==> config.mk <==
export PLATFORM = sky130hd
export DESIGN_NAME = awsp_div
export DESIGN_NICKNAME = d
export VERILOG_FILES = /design/src/rtl/core/awsp_pkg.sv /design/src/rtl/core/awsp_div.sv
export SDC_FILE = /design/constraint.sdc
export NUM_CORES = 2
export LEC_CHECK = 0
export BUFFER_PORTS_ARGS = -buffer_cell sky130_fd_sc_hd__buf_2
export CORE_MARGIN = 2
export CORE_UTILIZATION = 35
export CTS_CLUSTER_SIZE = 16
export DETAILED_ROUTE_END_ITERATION = 8
export PLACE_DENSITY = 0.51
export SLEW_MARGIN = 40
export SYNTH_ARGS = -nofsm -noshare
export SYNTH_HDL_FRONTEND = slang
export SYNTH_SLANG_ARGS = --single-unit
==> constraint.sdc <==
create_clock -name clk -period 6.6 [get_ports clk]
set_clock_uncertainty 0.05 [all_clocks]
set_input_delay 0.66 -clock clk [delete_from_list [all_inputs] [get_ports clk]]
set_output_delay 0.66 -clock clk [all_outputs]
set_load 0.02 [all_outputs]
==> src/rtl/core/awsp_pkg.sv <==
`default_nettype none
package awsp_pkg;

	// pipeline layout
	localparam int NSTG          = 44;
	localparam int STG_SC_FIRST  = 3;
	localparam int STG_SC_LAST   = 20;
	localparam int STG_DIV_FIRST = 26;
	localparam int STG_DIV_LAST  = 43;

	localparam int QBITS = 15;

	// pi/18000 in Q40, so that (a * K + 512) >> 10 gives radians in Q30
	localparam logic [27:0] HALF_TURN_Q30_K = 28'd191900981;
	localparam logic [30:0] ONE_Q30         = 31'h4000_0000;

	localparam logic signed [15:0] SPEED_MAX = 16'sd32767;

	// configuration register indexes
	localparam int          CFG_IDX_W      = 2;
	localparam logic [1:0]  REG_WHEEL_BASE = 2'd0;
	localparam logic [1:0]  REG_BASE_SPEED = 2'd1;
	localparam logic [7:0]  WHEEL_BASE_RST = 8'd50;
	localparam logic [14:0] BASE_SPEED_RST = 15'd1500;

	typedef enum logic [1:0] {
		ST_OK       = 2'd0,
		ST_AT_ROBOT = 2'd1,
		ST_PIVOT    = 2'd2,
		ST_SAT      = 2'd3
	} status_t;

	// octant fold of the heading
	typedef struct packed {
		logic [1:0] quad;
		logic       swap;
	} fold_t;

	// special cases carried alongside the divider
	typedef struct packed {
		logic at_robot;
		logic straight;
		logic dzero;
		logic neg;
	} case_t;

endpackage
`default_nettype wire

==> src/rtl/core/awsp_div.sv <==
`default_nettype none
// Right speed magnitude: (n * base + d/2) / d, one quotient bit a stage, 18 stages.
module awsp_div #(
	parameter int W = 40
) (
	input  wire logic                           clk,
	input  wire logic [17:0]                    en,
	input  wire logic [W-1:0]                   n_in,
	input  wire logic [W-1:0]                   d_in,
	input  wire logic [14:0]                    base,
	output logic      [awsp_pkg::QBITS-1:0]     q_out,
	output logic                                sat_out
);
	localparam int NW = W + 16;
	localparam int QB = awsp_pkg::QBITS;

	logic [W+14:0] prod_s0;
	logic [W-1:0]  d_s [0:17];
	logic [NW-1:0] rem_s [1:17];
	logic [QB-1:0] q_s [2:17];
	logic          sat_s [2:17];

	always_ff @(posedge clk) begin
		if (en[0]) begin
			prod_s0 <= (W+15)'(n_in) * (W+15)'(base);
			d_s[0]  <= d_in;
		end
		if (en[1]) begin
			rem_s[1] <= NW'(prod_s0) + NW'(d_s[0] >> 1);
			d_s[1]   <= d_s[0];
		end
		if (en[2]) begin
			sat_s[2] <= rem_s[1] >= (NW'(d_s[1]) << QB);
			rem_s[2] <= rem_s[1];
			q_s[2]   <= '0;
			d_s[2]   <= d_s[1];
		end
	end

	for (genvar g = 3; g <= 17; g++) begin : g_bit
		localparam int B = 17 - g;
		logic [NW-1:0] tr;
		logic          ge;
		assign tr = NW'(d_s[g-1]) << B;
		assign ge = rem_s[g-1] >= tr;
		always_ff @(posedge clk) begin
			if (en[g]) begin
				rem_s[g] <= ge ? rem_s[g-1] - tr : rem_s[g-1];
				q_s[g]   <= q_s[g-1] | (ge ? QB'(1) << B : '0);
				sat_s[g] <= sat_s[g-1];
				d_s[g]   <= d_s[g-1];
			end
		end
	end

	assign q_out   = q_s[17];
	assign sat_out = sat_s[17];
endmodule
`default_nettype wire

# --- Yosys cells after proc, flatten, opt, wreduce, memory -nomap -nowiden ---
# Memories as Yosys holds them, arrays and structs flattened.
# Cells that the tools add are included.
classes:
  addsub: 16
  mul: 1
  order_cmp: 16
  n_mux: 66
  n_bitwise: 15
ops:
  columns: ["op", "count"]
  rows:
  - ["$mux W56", 15]
  - ["$add A55 B39 Y56", 1]
  - ["$ge A56 B40 Y1", 1]
  - ["$ge A56 B41 Y1", 1]
  - ["$ge A56 B42 Y1", 1]
  - ["$ge A56 B43 Y1", 1]
  - ["$ge A56 B44 Y1", 1]
  - ["$ge A56 B45 Y1", 1]
  - ["$ge A56 B46 Y1", 1]
  - ["$ge A56 B47 Y1", 1]
  - ["$ge A56 B48 Y1", 1]
  - ["$ge A56 B49 Y1", 1]
  - ["$ge A56 B50 Y1", 1]
  - ["$ge A56 B51 Y1", 1]
  - ["$ge A56 B52 Y1", 1]
  - ["$ge A56 B53 Y1", 1]
  - ["$ge A56 B54 Y1", 1]
  - ["$ge A56 B55 Y1", 1]
  - ["$sub A56 B40 Y56", 1]
  - ["$sub A56 B41 Y56", 1]
  - ["$sub A56 B42 Y56", 1]
  - ["$sub A56 B43 Y56", 1]
  - ["$sub A56 B44 Y56", 1]
  - ["$sub A56 B45 Y56", 1]
  - ["other kinds (40)", 76]
word_totals:
  register_bits: 55
  ramBits: 1928
  in_bits: 114
  output_inout_bits: 16
  wordCells: 119
  memories: 4
memory_table:
  columns: ["memory", "words", "width", "read_ports", "rd_clocked_by_memory_dff", "write_ports", "line", "text"]
  rows:
  - ["rem_s", 17, 56, 16, 0, 17, "awsp_div.sv:19", "logic [NW-1:0] rem_s [1:17];"]
  - ["d_s", 18, 40, 17, 0, 18, "awsp_div.sv:18", "logic [W-1:0] d_s [0:17];"]
  - ["q_s", 16, 15, 16, 0, 16, "awsp_div.sv:20", "logic [QB-1:0] q_s [2:17];"]
  - ["sat_s", 16, 1, 16, 0, 16, "awsp_div.sv:21", "logic sat_s [2:17];"]

# --- Longest topological paths before layout ---
# An unclocked memory read counts as a cell.
depth:
  word_depth: 4
  depth_mapped: 27
  ltp_nobuf: 25

# --- Least setup slack after synthesis ---
# Ideal clock, no wire load.
synth_timing:
  path_kind: "input-to-reg"
  start: "input base[5]"
  end: "register prod_s0[51] (data pin)"
  setup_time_ns: 0.263
  arrival_time_ns: 6.874
  required_ns: 6.287
  path_slack_ns: -0.587
  stages: 24
  path_buffers: 1
  path_cell_list: "clkbuf_1 > and2_1 > fa_1 > inv_1 > fa_1 > inv_1 > fa_1 > inv_1 > fa_1 > fa_1 > inv_1 > fa_1 > ha_1 > a2111oi_4 > o21ai_2 > a21oi_2 > o21ai_2 > nand3_2 > o21ai_2 > or4b_1 > a31o_1 > a221o_2 > a221oi_2 > xnor2_1"
synth_between:
  elab_chain_cells: 1
synth_lines:
  columns: ["element", "line", "text"]
  rows:
  - ["start, declared", "awsp_div.sv:10", "input wire logic [14:0] base,"]
  - ["$mul A40 B15 Y55", "awsp_div.sv:25", "prod_s0 <= (W+15)'(n_in) * (W+15)'(base);"]
  - ["end signal, assigned", "awsp_div.sv:25", null]
  - ["end, declared", "awsp_div.sv:17", "logic [W+14:0] prod_s0;"]
# Every way passes these cells.
# A chain may end at the register's enable or synchronous reset.

# --- Final worst setup path ---
layout_timing:
  start: "input n_in[8]"
  end: "register prod_s0[46] (data pin)"
layout_between:
  elab_chain_cells: 1
layout_lines:
  columns: ["element", "line", "text"]
  rows:
  - ["start, declared", "awsp_div.sv:8", "input wire logic [W-1:0] n_in,"]
  - ["$mul A40 B15 Y55", "awsp_div.sv:25", null]
# Every way passes these cells.

==> impl_metrics.toml <==
[clock_network]
cts_made_buffers = 203
worst_skew_pair.late_latency_ns = 0.87
cts_buffer_depth = 4
clock_tree.htree_level_count = 4
path_clk_slew_ns = 0.06
cts_tree = "done"
clock_sinks = 1767
root_buffer = "sky130_fd_sc_hd__clkbuf_16"

[routing]
detailroute.via_count = 81693
routedWlPerCell_um = 18.8
drtAntennaViolNets = 0
route.detailed.drc = 0
drt-pass1-iter-count = 6
postRouteWirelength_um = 302000
detailed_route_iter0_violations = 4891
drt-vias-per-instance = 5.09

[yosys]
async_flop_share = 0
synth_simple_gate_area_frac = 0.122
syn-num-nets = 12596
synth_xor_area_frac = 0.0521
synth_compound_gate_area_share = 0.140
muxShareOfSynthArea = 0.00729
synth_flop_cell = "sky130_fd_sc_hd__edfxtp_1"
post_synthesis_cells = 11177
yosysWarnings = 0
netlist_area_mm2 = 0.117
synth_edf_count = 1767
yosysSeqAreaShare = 0.452
netlist-cell-type-count = 102
syn_area_per_cell_um2 = 10.5
combinational_family_with_the_most_area_after_synthesis = "adder cells"
post_synth_fa_ha_maj_area_fraction = 0.171
synth_top_area_share = 0.452
post_synthesis_register_bit_count = 1767
yosys.area.top_type = "sky130_fd_sc_hd__edfxtp_1"
synthTopCellsByArea = "sky130_fd_sc_hd__edfxtp_1 45%, sky130_fd_sc_hd__fa_1 8.6%, sky130_fd_sc_hd__ha_1 8.5%"

[finish]
n_fill_cell = 31779
final-seq-area_mm2 = 0.0531
layout.nets = 12922
final_layout_size_suffix_gt1_frac = 0.0871
syn2layout_area_growth_pct = 12.8
multi_input_area_mm2 = 0.0585

[die]
die_width_um = 583
floorplan.initialDensity = 0.352
num_rows = 212
floorplan.die.height_um = 583
fp.dieArea_mm2 = 0.340
num_io_pins = 130
design.core.area_mm2 = 0.334

[placed_design]
finalWeightedCongestion = 0.946
port_buffers = 129
detailed_place_hpwl_um = 242000
dpl_worst_slack_ns = -1.04

[sta]
setup_violations = 0
clock.fmax_ghz = 0.155
max_slew.worst_pin.slew_ns = 0.945
timing_hold_violations_final = 0
finalMaxSlewViolations = 0
period_share = 0.979
post-route-min-period_ns = 6.46
totalNegativeSetupSlack_ns = 0
grt_setup_unrepaired = "yes"
final.setup.worst_slack_ns = 0.141
max_slew_margin = 0.363

[grt]
globalRoute.totalOverflow = 0
globalRouteTotalUtil = 0.176
wire_length_of_the_first_global_routing_pass_um = 477000
grt_start_max_net_pins = 84
antenna_violations_before_repair = 6
number_of_global_route_vias_before_repair = 86216

[run_status]
result_of_the_run = "finished, final reports clean"

[hold_path]
whs_path_depth = 1
hp-class = "in -> reg"

[worst_setup_path]
path_max_fanout = 7
timing.critical_path.arrival_ns = 7.07
worst_reg2reg_path_depth = 15
critPathCaptureType = "flop"
critical_path_required_ns = 7.21
worstSetupPathType = "in -> reg"
worstSetupStartpointType = "input pin"

[flow_run]
cap_viol_max_count = 0
## sequential cells by signal, summed over array words and instances, names as in the netlist
name / cells
d_s: 680
sat_s: 16
prod_s0: 55
rem_s: 896
q_s: 120
## cell families after synthesis
logic type,Yosys count
buffers and inverters,1687
flip-flops,1767
AO/OA/AOI/OAI,2646
XOR/XNOR,699
AND/OR/NAND/NOR,2995
adder cells (fa/ha/maj),1305
multiplexers,78
## Yosys cell counts, drive strengths merged, types with 103 or more instances
cell type  count
a21o         440
a21oi        812
and2         297
clkbuf       321
edfxtp      1767
fa           507
ha           798
inv         1292
nand2       1191
nand3        157
nand4        153
nor2         529
nor2b        103
nor3         135
o21ai        708
xnor2        409
xor2         290
## repair_timing
action	in CTS	in global routing
gates cloned	0	1
pin swaps	1	87
setup endpoints to repair	6	16
resized for setup	8	140
endpoints found under the hold margin	40	0
hold buffers	40	0
setup buffers	0	7
## area by class of cell
class	instances	share of cell area
antenna	4	0.0000756
clock inverter	110	0.00788
timing repair buffer	516	0.0317
sequential	1767	0.401
multi-input combinational	7723	0.442
tap	4387	0.0414
clock buffer	249	0.0401
inverter	1292	0.0366
## critical path, cell delays in order
cell,delay (ns)
sky130_fd_sc_hd__buf_4,0.15
sky130_fd_sc_hd__and2_4,0.17
sky130_fd_sc_hd__fa_1,0.56
sky130_fd_sc_hd__inv_1,0.07
sky130_fd_sc_hd__fa_1,0.53
sky130_fd_sc_hd__inv_1,0.05
sky130_fd_sc_hd__fa_1,0.47
sky130_fd_sc_hd__inv_1,0.05
sky130_fd_sc_hd__fa_1,0.47
sky130_fd_sc_hd__fa_1,0.54
sky130_fd_sc_hd__inv_2,0.05
sky130_fd_sc_hd__fa_1,0.48
sky130_fd_sc_hd__ha_4,0.32
sky130_fd_sc_hd__buf_6,0.11
sky130_fd_sc_hd__nand2_2,0.06
sky130_fd_sc_hd__a211oi_2,0.20
sky130_fd_sc_hd__a211oi_2,0.12
sky130_fd_sc_hd__o21a_2,0.26
sky130_fd_sc_hd__or4_4,0.56
sky130_fd_sc_hd__a311oi_2,0.34
sky130_fd_sc_hd__buf_4,0.18
sky130_fd_sc_hd__o21ai_2,0.08
sky130_fd_sc_hd__nand2_1,0.13
sky130_fd_sc_hd__nand3_1,0.11
sky130_fd_sc_hd__nand2_2,0.11
sky130_fd_sc_hd__xor2_2,0.24
## per-stage QoR
stage	hold slack [ns]	std cells	utilization	cell area, um2
after floorplan	0.350	11177	-	118000
after global placement	0.352	15636	0.375	125000
after detailed placement	0.355	15636	0.375	125000
after CTS	0.122	16035	0.395	132000
after global routing	0.168	16044	0.397	132000
final	0.214	16048	0.397	132000
## metal layers
| layer | vias up | GRT usage | share of wire | wire [um] |
|---|---|---|---|---|
| met4 | 2 | 0.0916 | 0.058 | 17500 |
| met1 | 39141 | 0.201 | 0.40 | 122000 |
| met5 | - | 0 | 0.000036 | 11 |
| met3 | 730 | 0.0182 | 0.029 | 8750 |
| met2 | 1751 | 0.325 | 0.51 | 154000 |
| li1 | 40069 | - | - | - |
## layout by cell type, fill, tap and decap left out, types with 70 or more instances in the layout
master,synthesis,final
sky130_fd_sc_hd__xor2_1,290,288
sky130_fd_sc_hd__clkbuf_16,0,207
sky130_fd_sc_hd__nand4_1,153,153
sky130_fd_sc_hd__nor4_1,75,72
sky130_fd_sc_hd__o21bai_1,85,85
sky130_fd_sc_hd__edfxtp_1,1767,1767
sky130_fd_sc_hd__xnor2_1,409,408
sky130_fd_sc_hd__o21ai_0,683,677
sky130_fd_sc_hd__a21oi_1,809,801
sky130_fd_sc_hd__fa_1,507,489
sky130_fd_sc_hd__nor3_1,133,133
sky130_fd_sc_hd__o21a_1,102,100
sky130_fd_sc_hd__buf_4,15,325
sky130_fd_sc_hd__ha_1,798,785
sky130_fd_sc_hd__nand3_1,156,156
sky130_fd_sc_hd__nand2_1,1191,1180
sky130_fd_sc_hd__a21o_1,440,439
sky130_fd_sc_hd__nor2b_1,103,102
sky130_fd_sc_hd__nor2_1,528,527
sky130_fd_sc_hd__nand2b_1,89,89
sky130_fd_sc_hd__buf_2,41,83
sky130_fd_sc_hd__and3_1,70,70
sky130_fd_sc_hd__inv_1,1288,1275
sky130_fd_sc_hd__and2_1,297,279
## path summary, 6_finish.rpt
kind / from / endpoint / slack [ns]
hold reg to reg: q_s[1][25]$_DFFE_PP_ / q_s[1][40]$_DFFE_PP_ / 0.30
setup / recovery: n_in[8] / prod_s0[46]$_DFFE_PP_ / 0.14
hold / removal: en[4] / d_s[4][33]$_DFFE_PP_ / 0.21
setup reg to reg: d_s[3][1]$_DFFE_PP_ / rem_s[1][41]$_DFFE_PP_ / 1.49
Power is left out: the tool's default activity adds up to more than one toggle a clock period on the data nets, which glitch-free logic cannot reach.
